File: src/ashc_pkg.sv
`default_nettype none

package ashc_pkg;

  // fixed field and counter widths
  localparam int OFFSET_BITS    = 32;
  localparam int BACKOFF_BITS   = 8;
  localparam int PACE_BITS      = 3;
  localparam int ALIGN_BITS     = 6;
  localparam int SETTLE_BITS    = 4;
  localparam int REG_INDEX_BITS = 3;
  localparam int PHASE_BITS     = 3;
  localparam int RESULT_BITS    = 3;

  // homing constants
  localparam int COARSE_MARGIN = 100;
  localparam logic [BACKOFF_BITS-1:0] BACKOFF_LOAD = 8'd50;
  localparam logic [BACKOFF_BITS-1:0] FINE_BUDGET  = 8'd100;
  localparam logic [PACE_BITS-1:0]    PACE_LOAD    = 3'd4;
  localparam logic [ALIGN_BITS-1:0]   ALIGN_LOAD   = 6'd50;
  localparam logic [SETTLE_BITS-1:0]  SETTLE_LOAD  = 4'd12;

  typedef enum logic [1:0] {
    OP_TICK   = 2'd0,
    OP_ADD    = 2'd1,
    OP_HOME   = 2'd2,
    OP_RELOAD = 2'd3
  } opcode_t;

  typedef enum logic [PHASE_BITS-1:0] {
    PH_IDLE    = 3'd0,
    PH_COARSE  = 3'd1,
    PH_BACKOFF = 3'd2,
    PH_FINE    = 3'd3,
    PH_DECIDE  = 3'd4,
    PH_ALIGN   = 3'd5
  } phase_t;

  typedef enum logic [RESULT_BITS-1:0] {
    RES_NONE        = 3'd0,
    RES_OK          = 3'd1,
    RES_COARSE_FAIL = 3'd2,
    RES_STUCK       = 3'd3,
    RES_FINE_FAIL   = 3'd4,
    RES_ALIGN_FAIL  = 3'd5,
    RES_KILLED      = 3'd6
  } result_t;

  typedef enum logic [REG_INDEX_BITS-1:0] {
    REG_LOWER   = 3'd0,
    REG_UPPER   = 3'd1,
    REG_CENTRE  = 3'd2,
    REG_HOME    = 3'd3,
    REG_SPAN    = 3'd4,
    REG_DUAL    = 3'd5,
    REG_REV_PRI = 3'd6,
    REG_REV_SEC = 3'd7
  } cfg_reg_t;

  // single-bit axis options
  typedef struct packed {
    logic dual_axis;
    logic reverse_primary;
    logic reverse_secondary;
  } ashc_flags_t;

endpackage

`default_nettype wire

File: src/ashc_in_if.sv
`default_nettype none

interface ashc_in_if #(
  parameter int POSITION_BITS = 16
);
  logic                     valid;
  logic                     ready;
  logic [1:0]               opcode;
  logic                     run_enable;
  logic                     home_switch_primary;
  logic                     home_switch_secondary;
  logic [POSITION_BITS-1:0] demand_delta;

  modport source (
    output valid, opcode, run_enable, home_switch_primary, home_switch_secondary,
           demand_delta,
    input  ready
  );

  modport sink (
    input  valid, opcode, run_enable, home_switch_primary, home_switch_secondary,
           demand_delta,
    output ready
  );
endinterface

`default_nettype wire

File: src/ashc_out_if.sv
`default_nettype none

interface ashc_out_if #(
  parameter int POSITION_BITS = 16
);
  logic                     valid;
  logic                     ready;
  logic                     step_primary;
  logic                     step_secondary;
  logic                     dir_primary;
  logic                     dir_secondary;
  logic                     moving;
  logic                     settled;
  logic [POSITION_BITS-1:0] axis_position;
  logic [POSITION_BITS-1:0] target_position;
  logic [2:0]               homing_phase;
  logic [2:0]               home_result;
  logic [POSITION_BITS-1:0] home_offset;

  modport source (
    output valid, step_primary, step_secondary, dir_primary, dir_secondary, moving,
           settled, axis_position, target_position, homing_phase, home_result,
           home_offset,
    input  ready
  );

  modport sink (
    input  valid, step_primary, step_secondary, dir_primary, dir_secondary, moving,
           settled, axis_position, target_position, homing_phase, home_result,
           home_offset,
    output ready
  );
endinterface

`default_nettype wire

File: src/ashc_cfg_if.sv
`default_nettype none

interface ashc_cfg_if #(
  parameter int POSITION_BITS = 16
);
  logic                     valid;
  logic                     ready;
  logic [2:0]               reg_index;
  logic [POSITION_BITS-1:0] wr_data;

  modport source (
    output valid, reg_index, wr_data,
    input  ready
  );

  modport sink (
    input  valid, reg_index, wr_data,
    output ready
  );
endinterface

`default_nettype wire

File: src/ashc_cfg_regs.sv
`default_nettype none

module ashc_cfg_regs #(
  parameter int POSITION_BITS = 16
) (
  input  logic                                     clk,
  input  logic                                     rst_n,
  input  logic                                     wr_en,
  input  logic [ashc_pkg::REG_INDEX_BITS-1:0]      reg_index,
  input  logic [POSITION_BITS-1:0]                 wr_data,
  output logic signed [POSITION_BITS-1:0]          lower_limit,
  output logic signed [POSITION_BITS-1:0]          upper_limit,
  output logic signed [POSITION_BITS-1:0]          centre_position,
  output logic signed [POSITION_BITS-1:0]          home_position,
  output logic signed [POSITION_BITS-1:0]          travel_span,
  output ashc_pkg::ashc_flags_t                    flags
);
  import ashc_pkg::*;

  logic signed [POSITION_BITS-1:0] lower_r, upper_r, centre_r, home_r, span_r;
  ashc_flags_t                     flags_r;

  // register file write decode
  always_ff @(posedge clk) begin
    if (!rst_n) begin
      lower_r  <= '0;
      upper_r  <= '0;
      centre_r <= '0;
      home_r   <= '0;
      span_r   <= '0;
      flags_r  <= '0;
    end else if (wr_en) begin
      unique case (cfg_reg_t'(reg_index))
        REG_LOWER:   lower_r  <= wr_data;
        REG_UPPER:   upper_r  <= wr_data;
        REG_CENTRE:  centre_r <= wr_data;
        REG_HOME:    home_r   <= wr_data;
        REG_SPAN:    span_r   <= wr_data;
        REG_DUAL:    flags_r.dual_axis         <= wr_data[0];
        REG_REV_PRI: flags_r.reverse_primary   <= wr_data[0];
        REG_REV_SEC: flags_r.reverse_secondary <= wr_data[0];
        default: ;
      endcase
    end
  end

  assign lower_limit     = lower_r;
  assign upper_limit     = upper_r;
  assign centre_position = centre_r;
  assign home_position   = home_r;
  assign travel_span     = span_r;
  assign flags           = flags_r;

endmodule

`default_nettype wire

File: src/axis_stepper_homing_controller.sv
// Step/direction axis controller with homing, one or two motors.
// in_chan carries one request per operation: tick, target change, homing
// start or target reload. out_chan returns exactly one result per request,
// with the step pulses of that request and the state after it.
// cfg_chan writes the eight setup registers by index; it is always ready. The user
// must write it only while no request is in flight; the block does not enforce that.
// A result is valid in the cycle after its request is accepted.
// Throughput: one request per cycle while the receiver takes each result; the
// whole update is one pass of logic between the state registers and the result
// register. in_chan.ready is high while the result register is empty or being taken,
// so a stalled receiver holds one result and then stops the input side
// without losing or repeating anything.
// Reset (rst_n low, synchronous) clears position, target, homing state,
// counters, direction levels, setup registers and the result valid flag.
`default_nettype none

module axis_stepper_homing_controller #(
  parameter int POSITION_BITS = 16
) (
  input  logic       clk,
  input  logic       rst_n,
  ashc_in_if.sink    in_chan,
  ashc_out_if.source out_chan,
  ashc_cfg_if.sink   cfg_chan
);
  import ashc_pkg::*;

  localparam int SUM_BITS   = POSITION_BITS + 1;
  localparam int CHECK_BITS = OFFSET_BITS + 2;
  localparam logic signed [CHECK_BITS-1:0] MARGIN = CHECK_BITS'(COARSE_MARGIN);

  // setup registers
  logic signed [POSITION_BITS-1:0] lower_limit, upper_limit, centre_position;
  logic signed [POSITION_BITS-1:0] home_position, travel_span;
  ashc_flags_t                     flags;

  ashc_cfg_regs #(
    .POSITION_BITS(POSITION_BITS)
  ) u_cfg (
    .clk            (clk),
    .rst_n          (rst_n),
    .wr_en          (cfg_chan.valid),
    .reg_index      (cfg_chan.reg_index),
    .wr_data        (cfg_chan.wr_data),
    .lower_limit    (lower_limit),
    .upper_limit    (upper_limit),
    .centre_position(centre_position),
    .home_position  (home_position),
    .travel_span    (travel_span),
    .flags          (flags)
  );

  assign cfg_chan.ready = 1'b1;

  // axis state
  logic signed [POSITION_BITS-1:0] pos_r, pos_nxt, tgt_r, tgt_nxt;
  logic signed [OFFSET_BITS-1:0]   offset_r, offset_nxt;
  phase_t                          phase_r, phase_nxt;
  result_t                         result_r, result_nxt;
  logic [BACKOFF_BITS-1:0]         backoff_r, backoff_nxt;
  logic [PACE_BITS-1:0]            pace_r, pace_nxt;
  logic [ALIGN_BITS-1:0]           align_r, align_nxt;
  logic [SETTLE_BITS-1:0]          settle_r, settle_nxt;
  logic                            moving_r, moving_nxt;
  logic                            dirp_r, dirp_nxt, dirs_r, dirs_nxt;
  logic                            step1_nxt, step2_nxt;

  // result register
  logic                            out_valid_r;
  logic                            step1_r, step2_r;

  logic accept;

  assign in_chan.ready = rst_n & (~out_valid_r | out_chan.ready);
  assign accept        = in_chan.valid & in_chan.ready;

  // next state and result of one request
  always_comb begin
    logic                            sw1, sw2, sw, pulse, done;
    logic signed [SUM_BITS-1:0]      sum, clamped;
    logic signed [OFFSET_BITS-1:0]   off_dec;
    logic signed [CHECK_BITS-1:0]    coarse_chk;
    logic [PACE_BITS-1:0]            pace_dec;

    pos_nxt     = pos_r;
    tgt_nxt     = tgt_r;
    offset_nxt  = offset_r;
    phase_nxt   = phase_r;
    result_nxt  = result_r;
    backoff_nxt = backoff_r;
    pace_nxt    = pace_r;
    align_nxt   = align_r;
    settle_nxt  = settle_r;
    moving_nxt  = moving_r;
    dirp_nxt    = dirp_r;
    dirs_nxt    = dirs_r;
    step1_nxt   = 1'b0;
    step2_nxt   = 1'b0;
    pulse       = 1'b0;
    done        = 1'b0;

    sw1 = in_chan.home_switch_primary;
    sw2 = flags.dual_axis ? in_chan.home_switch_secondary : in_chan.home_switch_primary;
    sw  = sw1 | sw2;

    // clamped target change, upper limit wins when limits cross
    sum = SUM_BITS'(tgt_r) + SUM_BITS'(signed'(in_chan.demand_delta));
    clamped = sum;
    if (clamped < SUM_BITS'(lower_limit)) clamped = SUM_BITS'(lower_limit);
    if (clamped > SUM_BITS'(upper_limit)) clamped = SUM_BITS'(upper_limit);

    off_dec    = offset_r - OFFSET_BITS'(1);
    coarse_chk = CHECK_BITS'(off_dec) + CHECK_BITS'(travel_span) + MARGIN;
    pace_dec   = pace_r - PACE_BITS'(1);

    unique case (opcode_t'(in_chan.opcode))
      OP_ADD: tgt_nxt = clamped[POSITION_BITS-1:0];
      OP_HOME: begin
        phase_nxt   = PH_COARSE;
        result_nxt  = RES_NONE;
        offset_nxt  = '0;
        backoff_nxt = '0;
      end
      OP_RELOAD: tgt_nxt = centre_position;
      OP_TICK: begin
        if (settle_r != '0) settle_nxt = settle_r - SETTLE_BITS'(1);
        if (!in_chan.run_enable) begin
          // disabled tick kills homing
          if (phase_r != PH_IDLE) begin
            phase_nxt  = PH_IDLE;
            result_nxt = RES_KILLED;
          end
        end else begin
          moving_nxt = 1'b0;
          unique case (phase_r)
            PH_IDLE: begin
              if (tgt_r > pos_r) begin
                if (pos_r < upper_limit) begin
                  dirp_nxt = ~flags.reverse_primary;
                  if (flags.dual_axis) dirs_nxt = ~flags.reverse_secondary;
                  pos_nxt = pos_r + POSITION_BITS'(1);
                  pulse   = 1'b1;
                end
              end else if (tgt_r < pos_r) begin
                if (pos_r > lower_limit) begin
                  dirp_nxt = flags.reverse_primary;
                  if (flags.dual_axis) dirs_nxt = flags.reverse_secondary;
                  pos_nxt = pos_r - POSITION_BITS'(1);
                  pulse   = 1'b1;
                end
              end
            end
            PH_COARSE: begin
              if (!sw) begin
                dirp_nxt = flags.reverse_primary;
                if (flags.dual_axis) dirs_nxt = flags.reverse_secondary;
                offset_nxt = off_dec;
                if (coarse_chk[CHECK_BITS-1]) begin
                  result_nxt = RES_COARSE_FAIL;
                  phase_nxt  = PH_IDLE;
                end else begin
                  pulse = 1'b1;
                end
              end else begin
                phase_nxt   = PH_BACKOFF;
                backoff_nxt = BACKOFF_LOAD;
              end
            end
            PH_BACKOFF: begin
              dirp_nxt = ~flags.reverse_primary;
              if (flags.dual_axis) dirs_nxt = ~flags.reverse_secondary;
              pulse      = 1'b1;
              offset_nxt = offset_r + OFFSET_BITS'(1);
              if (backoff_r == '0) begin
                backoff_nxt = FINE_BUDGET;
                if (sw) begin
                  result_nxt = RES_STUCK;
                  phase_nxt  = PH_IDLE;
                end else begin
                  phase_nxt = PH_FINE;
                  pace_nxt  = PACE_LOAD;
                end
              end else begin
                backoff_nxt = backoff_r - BACKOFF_BITS'(1);
              end
            end
            PH_FINE: begin
              if (!sw) begin
                dirp_nxt = flags.reverse_primary;
                if (flags.dual_axis) dirs_nxt = flags.reverse_secondary;
                if (backoff_r == '0) begin
                  result_nxt = RES_FINE_FAIL;
                  phase_nxt  = PH_IDLE;
                end else begin
                  pace_nxt = pace_dec;
                  if (pace_dec == '0) begin
                    pulse       = 1'b1;
                    pace_nxt    = PACE_LOAD;
                    offset_nxt  = off_dec;
                    backoff_nxt = backoff_r - BACKOFF_BITS'(1);
                  end
                end
              end else begin
                phase_nxt = PH_DECIDE;
              end
            end
            PH_DECIDE: begin
              if (flags.dual_axis) begin
                phase_nxt = PH_ALIGN;
                align_nxt = ALIGN_LOAD;
                pace_nxt  = PACE_LOAD;
              end else begin
                done = 1'b1;
              end
            end
            PH_ALIGN: begin
              if (sw1 && sw2) begin
                done = 1'b1;
              end else if (align_r == '0) begin
                phase_nxt  = PH_IDLE;
                result_nxt = RES_ALIGN_FAIL;
              end else begin
                pace_nxt = pace_dec;
                if (pace_dec == '0) begin
                  pace_nxt  = PACE_LOAD;
                  align_nxt = align_r - ALIGN_BITS'(1);
                  if (!sw1) begin
                    dirp_nxt  = flags.reverse_primary;
                    step1_nxt = 1'b1;
                  end
                  if (flags.dual_axis && !sw2) begin
                    dirs_nxt  = flags.reverse_secondary;
                    step2_nxt = 1'b1;
                  end
                end
              end
            end
            default: ;
          endcase
          // successful homing
          if (done) begin
            phase_nxt  = PH_IDLE;
            offset_nxt = offset_r + OFFSET_BITS'(pos_r);
            pos_nxt    = home_position;
            tgt_nxt    = home_position;
            result_nxt = RES_OK;
          end
          // common step pulse
          if (pulse) begin
            step1_nxt  = 1'b1;
            step2_nxt  = flags.dual_axis;
            moving_nxt = 1'b1;
            settle_nxt = SETTLE_LOAD;
          end
        end
      end
      default: ;
    endcase
  end

  // state registers
  always_ff @(posedge clk) begin
    if (!rst_n) begin
      pos_r     <= '0;
      tgt_r     <= '0;
      offset_r  <= '0;
      phase_r   <= PH_IDLE;
      result_r  <= RES_NONE;
      backoff_r <= '0;
      pace_r    <= '0;
      align_r   <= '0;
      settle_r  <= '0;
      moving_r  <= 1'b0;
      dirp_r    <= 1'b0;
      dirs_r    <= 1'b0;
    end else if (accept) begin
      pos_r     <= pos_nxt;
      tgt_r     <= tgt_nxt;
      offset_r  <= offset_nxt;
      phase_r   <= phase_nxt;
      result_r  <= result_nxt;
      backoff_r <= backoff_nxt;
      pace_r    <= pace_nxt;
      align_r   <= align_nxt;
      settle_r  <= settle_nxt;
      moving_r  <= moving_nxt;
      dirp_r    <= dirp_nxt;
      dirs_r    <= dirs_nxt;
    end
  end

  // result valid flag
  always_ff @(posedge clk) begin
    if (!rst_n) begin
      out_valid_r <= 1'b0;
    end else if (accept) begin
      out_valid_r <= 1'b1;
    end else if (out_chan.ready) begin
      out_valid_r <= 1'b0;
    end
  end

  // step pulses are the only result fields not held in the state
  always_ff @(posedge clk) begin
    if (accept) begin
      step1_r <= step1_nxt;
      step2_r <= step2_nxt;
    end
  end

  assign out_chan.valid           = out_valid_r;
  assign out_chan.step_primary    = step1_r;
  assign out_chan.step_secondary  = step2_r;
  assign out_chan.dir_primary     = dirp_r;
  assign out_chan.dir_secondary   = dirs_r;
  assign out_chan.moving          = moving_r;
  assign out_chan.settled         = (settle_r == '0);
  assign out_chan.axis_position   = pos_r;
  assign out_chan.target_position = tgt_r;
  assign out_chan.homing_phase    = phase_r;
  assign out_chan.home_result     = result_r;
  assign out_chan.home_offset     = offset_r[POSITION_BITS-1:0];

endmodule

`default_nettype wire

File: src/flat_wrapper.sv
// flat-port wrapper written by rule: the top's interface ports become plain ports
module axis_stepper_homing_controller_flat import ashc_pkg::*;
#(
  parameter int POSITION_BITS = 16
)
  (clk, rst_n, in_chan_valid, in_chan_opcode, in_chan_run_enable, in_chan_home_switch_primary, in_chan_home_switch_secondary, in_chan_demand_delta, in_chan_ready, out_chan_valid, out_chan_step_primary, out_chan_step_secondary, out_chan_dir_primary, out_chan_dir_secondary, out_chan_moving, out_chan_settled, out_chan_axis_position, out_chan_target_position, out_chan_homing_phase, out_chan_home_result, out_chan_home_offset, out_chan_ready, cfg_chan_valid, cfg_chan_reg_index, cfg_chan_wr_data, cfg_chan_ready);
  ashc_in_if #(.POSITION_BITS(POSITION_BITS)) in_chan_i ();
  ashc_out_if #(.POSITION_BITS(POSITION_BITS)) out_chan_i ();
  ashc_cfg_if #(.POSITION_BITS(POSITION_BITS)) cfg_chan_i ();
  input  logic clk;
  input  logic rst_n;
  input wire logic [$bits(in_chan_i.valid)-1:0] in_chan_valid;
  input wire logic [$bits(in_chan_i.opcode)-1:0] in_chan_opcode;
  input wire logic [$bits(in_chan_i.run_enable)-1:0] in_chan_run_enable;
  input wire logic [$bits(in_chan_i.home_switch_primary)-1:0] in_chan_home_switch_primary;
  input wire logic [$bits(in_chan_i.home_switch_secondary)-1:0] in_chan_home_switch_secondary;
  input wire logic [$bits(in_chan_i.demand_delta)-1:0] in_chan_demand_delta;
  output wire logic [$bits(in_chan_i.ready)-1:0] in_chan_ready;
  output wire logic [$bits(out_chan_i.valid)-1:0] out_chan_valid;
  output wire logic [$bits(out_chan_i.step_primary)-1:0] out_chan_step_primary;
  output wire logic [$bits(out_chan_i.step_secondary)-1:0] out_chan_step_secondary;
  output wire logic [$bits(out_chan_i.dir_primary)-1:0] out_chan_dir_primary;
  output wire logic [$bits(out_chan_i.dir_secondary)-1:0] out_chan_dir_secondary;
  output wire logic [$bits(out_chan_i.moving)-1:0] out_chan_moving;
  output wire logic [$bits(out_chan_i.settled)-1:0] out_chan_settled;
  output wire logic [$bits(out_chan_i.axis_position)-1:0] out_chan_axis_position;
  output wire logic [$bits(out_chan_i.target_position)-1:0] out_chan_target_position;
  output wire logic [$bits(out_chan_i.homing_phase)-1:0] out_chan_homing_phase;
  output wire logic [$bits(out_chan_i.home_result)-1:0] out_chan_home_result;
  output wire logic [$bits(out_chan_i.home_offset)-1:0] out_chan_home_offset;
  input wire logic [$bits(out_chan_i.ready)-1:0] out_chan_ready;
  input wire logic [$bits(cfg_chan_i.valid)-1:0] cfg_chan_valid;
  input wire logic [$bits(cfg_chan_i.reg_index)-1:0] cfg_chan_reg_index;
  input wire logic [$bits(cfg_chan_i.wr_data)-1:0] cfg_chan_wr_data;
  output wire logic [$bits(cfg_chan_i.ready)-1:0] cfg_chan_ready;
  assign in_chan_i.valid = in_chan_valid;
  assign in_chan_i.opcode = in_chan_opcode;
  assign in_chan_i.run_enable = in_chan_run_enable;
  assign in_chan_i.home_switch_primary = in_chan_home_switch_primary;
  assign in_chan_i.home_switch_secondary = in_chan_home_switch_secondary;
  assign in_chan_i.demand_delta = in_chan_demand_delta;
  assign in_chan_ready = in_chan_i.ready;
  assign out_chan_valid = out_chan_i.valid;
  assign out_chan_step_primary = out_chan_i.step_primary;
  assign out_chan_step_secondary = out_chan_i.step_secondary;
  assign out_chan_dir_primary = out_chan_i.dir_primary;
  assign out_chan_dir_secondary = out_chan_i.dir_secondary;
  assign out_chan_moving = out_chan_i.moving;
  assign out_chan_settled = out_chan_i.settled;
  assign out_chan_axis_position = out_chan_i.axis_position;
  assign out_chan_target_position = out_chan_i.target_position;
  assign out_chan_homing_phase = out_chan_i.homing_phase;
  assign out_chan_home_result = out_chan_i.home_result;
  assign out_chan_home_offset = out_chan_i.home_offset;
  assign out_chan_i.ready = out_chan_ready;
  assign cfg_chan_i.valid = cfg_chan_valid;
  assign cfg_chan_i.reg_index = cfg_chan_reg_index;
  assign cfg_chan_i.wr_data = cfg_chan_wr_data;
  assign cfg_chan_ready = cfg_chan_i.ready;
  axis_stepper_homing_controller #(.POSITION_BITS(POSITION_BITS)) u_core (.clk(clk), .rst_n(rst_n), .in_chan(in_chan_i), .out_chan(out_chan_i), .cfg_chan(cfg_chan_i));
endmodule
File: config.mk
export PLATFORM = sky130hd
export DESIGN_NAME = axis_stepper_homing_controller_flat
export DESIGN_NICKNAME = d
export VERILOG_FILES = /design/src/ashc_pkg.sv /design/src/ashc_in_if.sv /design/src/ashc_out_if.sv /design/src/ashc_cfg_if.sv /design/src/ashc_cfg_regs.sv /design/src/axis_stepper_homing_controller.sv /design/src/flat_wrapper.sv
export SDC_FILE = /design/constraint.sdc
export NUM_CORES = 1
export LEC_CHECK = 0
export ABC_CLOCK_PERIOD_IN_PS = 6300
export BUFFER_PORTS_ARGS = -buffer_cell sky130_fd_sc_hd__buf_2
export CAP_MARGIN = 20
export CORE_AREA = 2 2 183 185
export CTS_CLUSTER_DIAMETER = 80
export CTS_CLUSTER_SIZE = 14
export DETAILED_ROUTE_END_ITERATION = 10
export DIE_AREA = 0 0 185 187
export GPL_ROUTABILITY_DRIVEN = 1
export PLACE_DENSITY = 0.68
export SETUP_SLACK_MARGIN = 0.3
export SYNTH_ARGS = -nofsm -noshare
export SYNTH_HDL_FRONTEND = slang
export SYNTH_HIERARCHICAL = 1
export SYNTH_SLANG_ARGS = --single-unit
File: constraint.sdc
create_clock -name clk -period 6.3 [get_ports clk]
set_clock_uncertainty 0.1 [all_clocks]
set_input_delay 0.63 -clock clk [delete_from_list [all_inputs] [get_ports clk]]
set_output_delay 0.63 -clock clk [all_outputs]
set_load 0.02 [all_outputs]
==> summary.txt <==
Routing
  – DR pass1 iterations: 6
  – Final WL: between 50 and 60 mm
  – Via-per-instance ratio: between 6 and 7
  – DRC: 0
  – DRT iter0 DRCs: 1706
  – Vias: roughly 16k
  – Routed Antenna Nets: 0
  – WL per Instance: around 21 um

Worst hold path
  – HP Class: input pin to register
  – Hold_sp: in_chan_valid
  – Hold path endpoint: u_core/out_chan.valid
  – Hold path depth: 3

Clocking
  – CTS tree: done
  – CTS Buffer Depth: 2
  – Clock slew at reported path FFs: around 0.08 ns
  – Worst-Skew Late Latency: 0.46 ns
  – Root Driver: clkbuf_16
  – Clock sinks: 180
  – TritonCTS Buffers: 17
  – H-tree lvl count: 4

Worst setup path
  – Worst r2r src: u_core/out_chan.target_position[0]
  – CP max stage cell: dfxtp_4
  – Arr. time, crit path: roughly 6.2 ns
  – Req. time, crit path: between 6 and 7 ns
  – Delay of the slowest critical-path stage: 0.38 ns
  – Critical Path Sink Type: register
  – Crit Reg-Reg Endpoint: u_core/out_chan.target_position[12]
  – Max FO, Critical Path: 7
  – CP Class: register to register
  – Setup crit start kind: register
  – Buf/Inv on CP: 3
  – R2R setup slack: approximately 0.40 ns
  – FF-to-FF path depth: 27
  – CP delay by family, top: compound AO/OA/AOI/OAI gates
  – Most frequent CP cell: inv_1

Power and ir drop
  – Sequential Power Share: between 30% and 40%
  – Clk pwr share: around a third
  – Max VDD drop: 219 uV
  – Int Pwr: approximately 2.2 mW
  – Switching share of power: a little over a third
  – Leakage power: 8.19 nW
  – PnR Total Power: between 3 and 4 mW
  – P per Cell Area: 196 mW/mm^2
  – Power share of the combinational group: about a third
  – Switch Pwr: ~1.3 mW

Synth
  – EDFF count, synth: 2
  – Synth Instances: slightly above 2k
  – Share of the synthesized area in the top cell type: roughly 22%
  – Async set-or-reset flop fraction in the synthesized netlist: 0%
  – Syn_nets: 2330
  – #FFs+latches synth: 180
  – Yosys top cell by area: dfxtp_1
  – Post-synthesis cell type count: between 80 and 90
  – Post-synthesis sequential area ratio: roughly 22%
  – Area contributors post-synth: dfxtp_1 22%, ha_1 17%, mux2i_1 5.8%
  – Syn avg cell area: 7.81 um^2
  – Synth Flop Type: dfxtp_1
  – Yosys warning count: 6
  – Synthesized area: roughly 0.016 mm^2

Run status
  – Outcome: completed

Global route
  – First-pass GRT wire length: 83.9 mm
  – Pin count of the biggest net entering global routing: 86
  – Vias in the first global route: ~15k
  – GRT overflow: 0
  – Initial antenna violation count: 0
  – Total GRT Usage: a little under a third

Timing
  – Hold_ws: about 0.32 ns
  – Final slew viol count: 0
  – Final Hold Viols: 0
  – Peak Freq: ~0.17 GHz
  – Period utilisation layout: between 90 and 100%
  – Setup TNS: 0 ns
  – RSZ-0062 raised after global routing: yes
  – Final worst setup slack: around 0.4 ns
  – Minimum clock period: a little under 6 ns
  – Slew headroom: between 20% and 30%
  – Actual slew at the worst max-slew pin: roughly 1.1 ns
  – Final setup violation count: 0

Cells and area
  – Fin cells: 2592
  – P&R area growth vs syn: 11.7%
  – Most frequent cells in the layout: 249 x nand2_1, 210 x ha_1, 174 x dfxtp_1
  – FF+latch area: 0.00363 mm^2
  – N_diodes: 0
  – Share of cells above drive strength 1: between 10% and 20%
  – Commonest non-fill, non-tap cell in the layout: nand2_1
  – Multi-input gate area: roughly 0.012 mm^2
  – Nets: roughly 2.4k
  – FILL cells: roughly 3.1k

Die
  – IO Pins: ~110
  – Initial core utilization: roughly half
  – Overall die height: 187 um
  – Core area: 0.0329 mm^2
  – Die footprint: 0.0346 mm^2
  – Die X: about 190 um
  – FP Rows: between 60 and 70

Placement
  – Port Buf Inserts: between 100 and 150
  – Placed cells: 2547
  – Setup WS pre-CTS: -0.182 ns
  – RD Place Congestion: between 0.9 and 1
  – Detail Placement HPWL: roughly 40 mm

Run
  – Max-Cap Viols: 0
==> layout make-up <==
class / count / share of cell area, %
multi-input combinational: 1653 / 65.2
sequential: 180 / 20.1
timing repair buffer: 167 / 5.77
tap: 448 / 3.11
clock buffer: 18 / 2.44
inverter: 112 / 2.33
clock inverter: 14 / 1.02
==> flip-flops by register name (all words and copies together), names as in the netlist, 4 cells and up <==
register,flops
u_core/offset_r,32
u_core/out_chan.axis_position,16
u_core/out_chan.target_position,16
u_core/u_cfg/centre_position,16
u_core/u_cfg/home_position,16
u_core/u_cfg/lower_limit,16
u_core/u_cfg/travel_span,16
u_core/u_cfg/upper_limit,16
u_core/backoff_r,8
u_core/align_r,6
u_core/settle_r,4
==> cell families (layout without fill, tap and decap cells) <==
logic type / Yosys count / in the layout / synth area share (%)
other: 1 / 1 / 0.0232
adders and majority gates: 219 / 219 / 17.1
buffers and inverters: 234 / 311 / 6.15
DFF: 180 / 180 / 22.5
muxes: 105 / 105 / 6.60
xor gates and xnor gates: 89 / 89 / 4.83
AOI/OAI and AO/OA: 565 / 566 / 22.8
and+or+nand+nor: 673 / 673 / 20.0
==> metrics by stage <==
stage	util (%)	cell area, um^2
detailed placement	51.9	17100
global route	54.9	18000
CTS	54.0	17700
finish	54.9	18000
global placement	51.9	17100
floorplan	-	16200
==> synth_stat cells (39+ instances only) <==
cell type,number
o21ai_0,114
a21o_1,51
nand3_1,53
a21oi_1,165
dfxtp_1,178
mux2i_1,94
inv_1,110
xnor2_1,50
nand2_1,249
xor2_1,39
nor2_1,128
ha_1,216
nor3_1,68
clkbuf_1,85
==> layer usage <==
| layer | wire, um | global-route usage (%) | vias to the layer above |
|---|---|---|---|
| met5 | 0 | 0 | - |
| met4 | 3080 | 16.7 | 0 |
| met3 | 4040 | 4.77 | 188 |
| met2 | 25600 | 50.4 | 749 |
| met1 | 22100 | 38.9 | 7741 |
| li1 | - | - | 7656 |
==> worst min-delay path, stage by stage <==
cell and delay (ns):
buf_2 0.10, inv_1 0.04, a21oi_1 0.05
==> what timing repair did <==
action | in CTS | in global routing
pin swaps | 2 | 19
buffers inserted | 1 | 8
hold buffers | 0 | 0
resized for setup | 5 | 33
endpoints found under the setup margin | 16 | 16
cloned | 0 | 2
==> worst max path at each step <==
| stage | startpoint | end | slack, ns | cells past startpoint |
|---|---|---|---|---|
| 3_3_place_gp | in_chan_demand_delta[0] | u_core/out_chan.target_position[13] | -0.09 | 28 |
| 6_report | u_core/out_chan.target_position[0] | u_core/out_chan.target_position[12] | 0.40 | 27 |
| 3_5_place_dp | in_chan_demand_delta[0] | u_core/out_chan.target_position[1] | -0.18 | 30 |
| 5_1_grt | u_core/out_chan.target_position[0] | u_core/out_chan.target_position[2] | 0.15 | 29 |
| 2_1_floorplan | in_chan_demand_delta[0] | u_core/out_chan.target_position[13] | 0.32 | 30 |
| 4_1_cts | u_core/out_chan.target_position[0] | u_core/out_chan.target_position[15] | 0.29 | 28 |
==> power groups by stage <==
stage	sequential, mW	combinational (mW)	clock (mW)
floorplan	1.22	0.745	0
detailed placement	1.22	1.05	0
global route	1.20	1.29	1.20
CTS	1.19	1.07	1.15
global placement	1.22	1.03	0
finish	1.20	1.19	1.15
Note: power is estimated with default switching activity, not from simulation.
